[config.mk]
export PLATFORM = sky130hd
export DESIGN_NAME = sns_ram
export DESIGN_NICKNAME = d
export VERILOG_FILES = /design/src/rtl/sns_ram.sv
export SDC_FILE = /design/constraint.sdc
export NUM_CORES = 1
export LEC_CHECK = 0
export BUFFER_PORTS_ARGS = -buffer_cell sky130_fd_sc_hd__buf_4
export CAP_MARGIN = 20
export CORE_ASPECT_RATIO = 0.75
export CORE_MARGIN = 4
export CORE_UTILIZATION = 58
export CTS_BUF_LIST = sky130_fd_sc_hd__clkbuf_16
export CTS_CLUSTER_SIZE = 24
export DETAILED_ROUTE_END_ITERATION = 10
export PLACE_DENSITY = 0.74
export SETUP_SLACK_MARGIN = 0.02
export SYNTH_ARGS = -nofsm -noshare
export SYNTH_HDL_FRONTEND = slang
export SYNTH_SLANG_ARGS = --single-unit
[constraint.sdc]
create_clock -name clk_i -period 2.3 [get_ports clk_i]
set_input_delay 0.345 -clock clk_i [delete_from_list [all_inputs] [get_ports clk_i]]
set_output_delay 0.345 -clock clk_i [all_outputs]
set_load 0.05 [all_outputs]
[src/rtl/sns_ram.sv]
module sns_ram #(
  parameter int Width = 8,
  parameter int Depth = 16
) (
  input  logic                     clk_i,
  input  logic                     we_i,
  input  logic [$clog2(Depth)-1:0] waddr_i,
  input  logic [Width-1:0]         wdata_i,
  input  logic [$clog2(Depth)-1:0] raddr_i,
  output logic [Width-1:0]         rdata_o
);

  logic [Width-1:0] mem_q [Depth];

  always_ff @(posedge clk_i) begin
    if (we_i) begin
      mem_q[waddr_i] <= wdata_i;
    end
    rdata_o <= mem_q[raddr_i];
  end

endmodule

==> report_table.html, run 1 <==
<table>
<tr><th>Metric</th><th>Value</th></tr>
<tr><th colspan="2">Run status</th></tr>
<tr><td>Outcome</td><td>finished clean</td></tr>
<tr><th colspan="2">Drt</th></tr>
<tr><td>Residual antenna-violating net count after detailed routing</td><td>0</td></tr>
<tr><td>DRT iter0 DRCs</td><td>221</td></tr>
<tr><td>Length of the first detailed-routing pass in iterations</td><td>4</td></tr>
<tr><td>Number of DRC violations after detailed routing</td><td>0</td></tr>
<tr><td>Detail-routed via count per cell</td><td>6.07</td></tr>
<tr><td>Average routed wire per standard cell</td><td>24.3 um</td></tr>
<tr><td>Routed vias</td><td>2460</td></tr>
<tr><td>Routed wire length</td><td>9860 um</td></tr>
<tr><th colspan="2">Global routing</th></tr>
<tr><td>Initial antenna violation count</td><td>0</td></tr>
<tr><td>Wire length of the first global-routing pass</td><td>14900 um</td></tr>
<tr><td>Via count of the first global-routing pass</td><td>2441</td></tr>
<tr><td>Global router's overall resource usage</td><td>21.2%</td></tr>
<tr><td>Global route total overflow</td><td>0</td></tr>
<tr><td>Largest net degree at the start of global routing</td><td>33</td></tr>
<tr><th colspan="2">Critical path</th></tr>
<tr><td>Reg2reg start</td><td>mem_q[10][6]$_DFFE_PP_</td></tr>
<tr><td>CP cell instances</td><td>buf_4</td></tr>
<tr><td>Kind of start point of the critical path</td><td>flop</td></tr>
<tr><td>Critical path data arrival time</td><td>0.99 ns</td></tr>
<tr><td>Critical path's top delay family</td><td>flip-flops</td></tr>
<tr><td>Kind of critical path</td><td>reg -&gt; out</td></tr>
<tr><td>Capturing element type of the critical path</td><td>primary output</td></tr>
<tr><td>CP max-delay cell</td><td>dfxtp_1</td></tr>
<tr><td>Worst-path maximum fanout</td><td>1</td></tr>
<tr><td>Critical path's largest stage delay</td><td>0.36 ns</td></tr>
<tr><td>Buf/Inv on CP</td><td>1</td></tr>
<tr><td>Launch point of the worst path</td><td>rdata_o[6]$_DFF_P_</td></tr>
<tr><td>Required arrival time at the worst endpoint</td><td>1.96 ns</td></tr>
<tr><th colspan="2">Placement</th></tr>
<tr><td>Placed insts</td><td>373</td></tr>
<tr><td>RePlAce Congestion</td><td>0.795</td></tr>
<tr><td>Placed wire-length estimate</td><td>6210 um</td></tr>
<tr><td>Port-buffer cells</td><td>25</td></tr>
<tr><th colspan="2">Synth</th></tr>
<tr><td>Gate count after technology mapping</td><td>229</td></tr>
<tr><td>Summed instance area of the synthesized netlist</td><td>5150 um^2</td></tr>
<tr><td>Sequential share of the synthesized area</td><td>77.8%</td></tr>
<tr><td>Number of flip-flops and latches in the synthesized netlist</td><td>136</td></tr>
<tr><td>Synthesis Warnings</td><td>0</td></tr>
<tr><td>Unique masters post-synth</td><td>19</td></tr>
<tr><td>Net count after synthesis</td><td>247</td></tr>
<tr><td>Avg Synthesized Cell Area</td><td>22.5 um^2</td></tr>
<tr><th colspan="2">Pwr</th></tr>
<tr><td>Switching share of total power</td><td>20.3%</td></tr>
<tr><td>Part of the power in the clock network</td><td>44.2%</td></tr>
<tr><td>Fraction of power consumed by combinational cells</td><td>5.8%</td></tr>
<tr><td>Peak supply drop</td><td>0.000695 V</td></tr>
<tr><td>Internal</td><td>4450 uW</td></tr>
<tr><td>Leakage power</td><td>0.00210 uW</td></tr>
<tr><td>PwrDens</td><td>916 nW/um^2</td></tr>
<tr><td>Sequential fraction of design power</td><td>49.9%</td></tr>
<tr><td>Switching power</td><td>1140 uW</td></tr>
<tr><th colspan="2">STA</th></tr>
<tr><td>RSZ-0062 raised after global routing</td><td>false</td></tr>
<tr><td>Period Utilization, post-route</td><td>58.0%</td></tr>
<tr><td>Max-slew violations</td><td>0</td></tr>
<tr><td>Finish-stage setup viols</td><td>0</td></tr>
<tr><td>Setup_tns</td><td>0 ns</td></tr>
<tr><td>Count of final hold-check violations</td><td>0</td></tr>
<tr><td>Worst slew margin</td><td>52.6%</td></tr>
<tr><td>Clock tree skew after final layout</td><td>0.00801 ns</td></tr>
<tr><td>Transition time of the tightest slew-check pin</td><td>0.709 ns</td></tr>
<tr><td>Maximum achievable frequency</td><td>0.750 GHz</td></tr>
<tr><td>Final critical-path required period</td><td>1.33 ns</td></tr>
<tr><th colspan="2">Final layout</th></tr>
<tr><td>Final-stage net count</td><td>302</td></tr>
<tr><td>Multi-input logic area</td><td>1060 um^2</td></tr>
<tr><td>Layout area overhead</td><td>18.5%</td></tr>
<tr><td>Antenna cells</td><td>0</td></tr>
<tr><td>Fraction of final layout cells with drive strength greater than 1</td><td>29.6%</td></tr>
<tr><td>Filler cell count in the final layout</td><td>506</td></tr>
<tr><td>Sequential standard cell area</td><td>4000 um^2</td></tr>
<tr><td>Final instance count without filler cells</td><td>405</td></tr>
<tr><th colspan="2">Flow run</th></tr>
<tr><td>Maximum Capacitance Violations</td><td>0</td></tr>
<tr><th colspan="2">Clocking</th></tr>
<tr><td>Number of levels in the clock H-tree</td><td>4</td></tr>
<tr><td>Clock tree from TritonCTS</td><td>built</td></tr>
<tr><td>Clock buffer depth</td><td>2</td></tr>
<tr><td>CTS Root Cell</td><td>clkbuf_16</td></tr>
<tr><td>CTS Hold Buffers Added</td><td>0</td></tr>
<tr><td>CTS resizes</td><td>0</td></tr>
<tr><td>Latest clock arrival within the worst-skew pair</td><td>0.41 ns</td></tr>
<tr><td># clock sinks</td><td>136</td></tr>
<tr><td>Post-CTS Setup Inserts</td><td>0</td></tr>
<tr><td>Clock-pin transition on the worst setup and hold timing paths</td><td>0.05 ns</td></tr>
<tr><td>Cts bufs inserted</td><td>17</td></tr>
<tr><th colspan="2">Floorplan</th></tr>
<tr><td>Die span in x</td><td>117 um</td></tr>
<tr><td>Core box area</td><td>8560 um^2</td></tr>
<tr><td>Die Y</td><td>89.6 um</td></tr>
<tr><td>Std cell rows</td><td>29</td></tr>
<tr><td>Die Area</td><td>10500 um^2</td></tr>
<tr><td>Initial core utilization</td><td>60.1%</td></tr>
<tr><td>Number of top-level design ports</td><td>26</td></tr>
<tr><th colspan="2">Hold path</th></tr>
<tr><td>Critical hold path startpoint</td><td>wdata_i[2]</td></tr>
<tr><td>Hold/Removal Path Class</td><td>in -&gt; reg</td></tr>
</table>
[Yosys cell counts]
master	count	area, um^2
nand3b_1	2	15.0
buf_4	1	7.51
buf_6	3	33.8
clkdlybuf4s25_2	3	30.0
a22oi_1	16	120
nor3_1	4	20.0
nand2b_1	2	12.5
nand2_1	9	33.8
edfxtp_1	128	3840
mux4_1	14	368
nand3_1	1	5.00
or3b_2	1	8.76
mux4_2	18	405
dfxtp_1	8	160
buf_2	3	15.0
nor2b_1	1	6.26
nor2_1	13	48.8
and2_1	1	6.26
and2b_1	1	7.51
[cells by family after synthesis]
family / count (synthesis) / share of synthesized area [%]
simple gates: 35 / 3.18
compound gates: 16 / 2.33
buf+inv: 10 / 1.68
flops: 136 / 77.8
mux: 32 / 15.0
[per-layer routing]
layer / vias to the layer above / wire, um / global-route usage (%)
li1: 1092 / - / -
met1: 1267 / 4200 / 29.4
met2: 97 / 4810 / 32.4
met3: 4 / 809 / 7.90
met4: 0 / 45 / 6.25
met5: - / 0 / 0
[metrics by stage]
step	utilization, %	area (um^2)	hold WS (ns)	power, uW	setup slack (ns)
global route	71.2	6100	0.246	5780	0.906
finish	71.2	6100	0.244	5590	0.966
global placement	64.9	5550	0.644	3160	0.525
CTS	71.2	6100	0.230	5640	0.954
floorplan	-	5150	0.444	3030	0.462
detailed placement	64.9	5550	0.660	3170	0.547
[layout by cell type, fill, tap and decap left out, types with 4 or more instances in the layout]
cell type and instances:
nor3_1 4, mux4_1 14, edfxtp_1 128, nand2_1 9, dfxtp_1 8, buf_4 45, a22oi_1 16, mux4_2 18
nor2_1 13, clkinv_1 6, clkbuf_16 17
[power by group through the flow]
stage	sequential (uW)	clock (uW)	combinational (uW)
floorplan	2890	0	141
global placement	2840	0	320
detailed placement	2840	0	326
CTS	2790	2520	327
global route	2800	2640	348
finish	2790	2470	325
[path summary, 6_finish.rpt]
check	endpoint	slack [ns]	depth (start not counted)
max	rdata_o[6]	0.97	1
min	mem_q[11][2]$_DFFE_PP_	0.24	1
min reg2reg	rdata_o[3]$_DFF_P_	0.67	3
max reg2reg	rdata_o[6]$_DFF_P_	0.97	3
[sequential cells by signal (all words and copies together) (netlist names)]
name	count
rdata_o	8
mem_q	128
[cell type report]
type                       instances  share of cell area [%]
sequential                       136                    65.6
multi-input combinational         83                    17.3
clock buffer                      17                    6.97
timing repair buffer              46                    5.87
tap                              108                    2.21
clock inverter                    15                    1.99
(Power assumes the default switching activity.)
==> inputs of run 2 (changes only) <==
clock period = 1.25 ns   (was 2.3 ns; I/O delays follow)
==> report_table.html, run 2 (synthesis results as in run 1) <==
<table>
<tr><th>Metric</th><th>Value</th></tr>
<tr><th colspan="2">Run status</th></tr>
<tr><td>Outcome</td><td>complete, but fails checks</td></tr>
<tr><td>Violations in the final reports</td><td>setup timing</td></tr>
<tr><th colspan="2">Drt</th></tr>
<tr><td>Length of the first detailed-routing pass in iterations</td><td>4 (unchanged)</td></tr>
<tr><td>DRT iter0 DRCs</td><td>267 (+21%)</td></tr>
<tr><td>Routed wire length</td><td>9870 um (about the same)</td></tr>
<tr><td>Average routed wire per standard cell</td><td>23.7 um (-2.8%)</td></tr>
<tr><td>Detail-routed via count per cell</td><td>5.96 (-1.8%)</td></tr>
<tr><td>Routed vias</td><td>2487 (+1.1%)</td></tr>
<tr><td>Number of DRC violations after detailed routing</td><td>0 (unchanged)</td></tr>
<tr><td>Residual antenna-violating net count after detailed routing</td><td>0 (unchanged)</td></tr>
<tr><th colspan="2">Floorplan</th></tr>
<tr><td>Core box area</td><td>8560 um^2 (unchanged)</td></tr>
<tr><td>Die Area</td><td>10500 um^2 (unchanged)</td></tr>
<tr><td>Number of top-level design ports</td><td>26 (unchanged)</td></tr>
<tr><td>Die Y</td><td>89.6 um (unchanged)</td></tr>
<tr><td>Initial core utilization</td><td>60.1% (unchanged)</td></tr>
<tr><td>Die span in x</td><td>117 um (unchanged)</td></tr>
<tr><td>Std cell rows</td><td>29 (unchanged)</td></tr>
<tr><th colspan="2">STA</th></tr>
<tr><td>RSZ-0062 raised after global routing</td><td>true</td></tr>
<tr><td>Worst Slack Setup Final</td><td>-0.0709 ns (-1.04 ns)</td></tr>
<tr><td>Maximum achievable frequency</td><td>0.757 GHz</td></tr>
<tr><td>Finish-stage setup viols</td><td>3 (+3)</td></tr>
<tr><td>Period Utilization, post-route</td><td>106%</td></tr>
<tr><td>Max-slew violations</td><td>0 (unchanged)</td></tr>
<tr><td>Worst slew margin</td><td>41.9% (-11 points)</td></tr>
<tr><td>Count of final hold-check violations</td><td>0 (unchanged)</td></tr>
<tr><td>Final critical-path required period</td><td>1.32 ns</td></tr>
<tr><td>Transition time of the tightest slew-check pin</td><td>0.869 ns (+0.160 ns)</td></tr>
<tr><td>Setup_tns</td><td>-0.0864 ns (-0.0864 ns)</td></tr>
<tr><td>Final Hold Slack</td><td>0.0873 ns (-0.157 ns)</td></tr>
<tr><td>Clock tree skew after final layout</td><td>0.00360 ns (-0.00442 ns)</td></tr>
<tr><th colspan="2">Pwr</th></tr>
<tr><td>PwrDens</td><td>1700 nW/um^2 (+86%)</td></tr>
<tr><td>Sequential fraction of design power</td><td>47.7% (-2.2 points)</td></tr>
<tr><td>Part of the power in the clock network</td><td>46.0% (+1.8 points)</td></tr>
<tr><td>Pwr Total</td><td>10800 uW (+92%)</td></tr>
<tr><td>Internal</td><td>8650 uW (+94%)</td></tr>
<tr><td>Switching share of total power</td><td>19.6% (-0.78 points)</td></tr>
<tr><td>Switching power</td><td>2100 uW (+85%)</td></tr>
<tr><td>Leakage power</td><td>0.00217 uW (+3.2%)</td></tr>
<tr><td>Fraction of power consumed by combinational cells</td><td>6.3% (+0.5 points)</td></tr>
<tr><td>Peak supply drop</td><td>0.00132 V (+90%)</td></tr>
<tr><th colspan="2">Placement</th></tr>
<tr><td>Pre-CTS setup slack</td><td>-0.281 ns (-0.827 ns)</td></tr>
<tr><td>Placed wire-length estimate</td><td>6530 um (+5.2%)</td></tr>
<tr><td>Port-buffer cells</td><td>25 (unchanged)</td></tr>
<tr><td>RePlAce Congestion</td><td>0.845 (+6.3%)</td></tr>
<tr><th colspan="2">Global routing</th></tr>
<tr><td>Via count of the first global-routing pass</td><td>2627 (+7.6%)</td></tr>
<tr><td>Initial antenna violation count</td><td>0 (unchanged)</td></tr>
<tr><td>Largest net degree at the start of global routing</td><td>19 (-42%)</td></tr>
<tr><td>Global router's overall resource usage</td><td>21.7% (+0.46 points)</td></tr>
<tr><td>Global route total overflow</td><td>0 (unchanged)</td></tr>
<tr><td>Wire length of the first global-routing pass</td><td>15400 um (+3.4%)</td></tr>
<tr><th colspan="2">Hold path</th></tr>
<tr><td>Cell depth of the worst min-delay path</td><td>1 (unchanged)</td></tr>
<tr><td>Worst hold endpoint</td><td>mem_q[10][6]$_DFFE_PP_</td></tr>
<tr><td>Hold/Removal Path Class</td><td>in -&gt; reg</td></tr>
<tr><td>Critical hold path startpoint</td><td>wdata_i[6]</td></tr>
<tr><th colspan="2">Final layout</th></tr>
<tr><td>Final-stage net count</td><td>314 (+4.0%)</td></tr>
<tr><td>Layout area overhead</td><td>22.9%</td></tr>
<tr><td>Final core area utilization</td><td>73.9% (+2.6 points)</td></tr>
<tr><td>Flip-flop count of the largest register after layout</td><td>128 (unchanged)</td></tr>
<tr><td>Largest registers</td><td>mem_q: 128 flops, rdata_o: 8 flops</td></tr>
<tr><td>Antenna cells</td><td>0 (unchanged)</td></tr>
<tr><td>Most flop-heavy register</td><td>mem_q</td></tr>
<tr><td>Fraction of final layout cells with drive strength greater than 1</td><td>41.7% (+12 points)</td></tr>
<tr><td>Most frequent cells in the layout</td><td>edfxtp_1 (128), buf_4 (52), mux4_2 (31), clkbuf_16 (17), nor2_1 (10)</td></tr>
<tr><td>Most common cell after layout, fill and taps aside</td><td>edfxtp_1</td></tr>
<tr><th colspan="2">Critical path</th></tr>
<tr><td>CP max-delay cell</td><td>mux4_2</td></tr>
<tr><td>Required arrival time at the worst endpoint</td><td>1.53 ns (-0.43 ns)</td></tr>
<tr><td>Kind of critical path</td><td>reg -&gt; reg</td></tr>
<tr><td>Register-to-register setup slack</td><td>-0.07 ns (-1.04 ns)</td></tr>
<tr><td>Capturing element type of the critical path</td><td>flop</td></tr>
<tr><td>Kind of start point of the critical path</td><td>flop</td></tr>
<tr><td>Reg2Reg Capture Point</td><td>rdata_o[6]$_DFF_P_</td></tr>
<tr><td>Worst-path maximum fanout</td><td>1 (unchanged)</td></tr>
<tr><td>Worst R2R Path Depth</td><td>3 (unchanged)</td></tr>
<tr><td>Critical path data arrival time</td><td>1.60 ns (+0.61 ns)</td></tr>
<tr><td>Reg2reg start</td><td>mem_q[3][6]$_DFFE_PP_</td></tr>
<tr><td>Critical path's largest stage delay</td><td>0.49 ns (+0.13 ns)</td></tr>
<tr><td>CP cell instances</td><td>mux4_2 &gt; a22oi_2 &gt; nand2_1</td></tr>
<tr><th colspan="2">Clocking</th></tr>
<tr><td>Number of levels in the clock H-tree</td><td>4 (unchanged)</td></tr>
<tr><td>CTS Root Cell</td><td>clkbuf_16</td></tr>
<tr><td># clock sinks</td><td>136 (unchanged)</td></tr>
<tr><td>Cts bufs inserted</td><td>17 (unchanged)</td></tr>
<tr><td>Clock-pin transition on the worst setup and hold timing paths</td><td>0.05 ns (about the same)</td></tr>
<tr><td>Post-CTS Setup Inserts</td><td>0 (unchanged)</td></tr>
<tr><td>CTS Hold Buffers Added</td><td>0 (unchanged)</td></tr>
<tr><td>Clock buffer depth</td><td>2 (unchanged)</td></tr>
<tr><td>Clock tree from TritonCTS</td><td>built</td></tr>
<tr><td>Latest clock arrival within the worst-skew pair</td><td>0.41 ns (about the same)</td></tr>
<tr><th colspan="2">Flow run</th></tr>
<tr><td>Maximum Capacitance Violations</td><td>0 (unchanged)</td></tr>
</table>
[run 2: critical path, delay by kind of cell (launching register included)]
kind	cells	cell delay (ns)
flip-flops	1	0.39
AO/OA/AOI/OAI	1	0.21
AND/OR/NAND/NOR	1	0.11
multiplexers	1	0.49
[run 2: worst max-delay path by stage]
stage,startpoint,to,depth (start not counted)
after floorplan,waddr_i[2],mem_q[0][0]$_DFFE_PP_,2
after global placement,raddr_i[0],rdata_o[2]$_DFF_P_,5
after detailed placement,raddr_i[0],rdata_o[2]$_DFF_P_,5
after CTS,mem_q[3][6]$_DFFE_PP_,rdata_o[6]$_DFF_P_,3
after global routing,mem_q[2][6]$_DFFE_PP_,rdata_o[6]$_DFF_P_,3
final,mem_q[3][6]$_DFFE_PP_,rdata_o[6]$_DFF_P_,3
[run 2: area by class of cell]
class	instances	area, um^2
flip-flops and latches	136	4000
well taps	108	135
repair buffers	58	510
clock buffers	17	425
fillers	479	2240
multi-input cells	83	1080
clock inverters	15	168
[run 2: timing repair]
item	4_1_cts	5_1_grt
gates resized for setup	7	3
setup endpoints to repair	8	8
pin swaps	4	2
[run 2: per-layer routing]
layer,wire length [um],global-route usage [%],vias up
met4,155,8.44,0
met5,0,0,-
met1,4480,30.7,1304
li1,-,-,1099
met2,4730,32.0,69
met3,504,7.37,15
[run 2: stage by stage]
step                      cell area, um^2  std cells
after global routing                 6330        417
after CTS                            6320        417
after floorplan                      5180        229
final                                6330        417
after global placement               5700        385
after detailed placement             5700        385
[run 2: power by group through the flow]
stage	sequential [uW]	combinational (uW)	clock [uW]
5_1_grt	5140	723	5260
2_1_floorplan	5320	285	0
4_1_cts	5130	680	5030
3_5_place_dp	5230	664	0
6_report	5130	677	4950
3_3_place_gp	5220	655	0
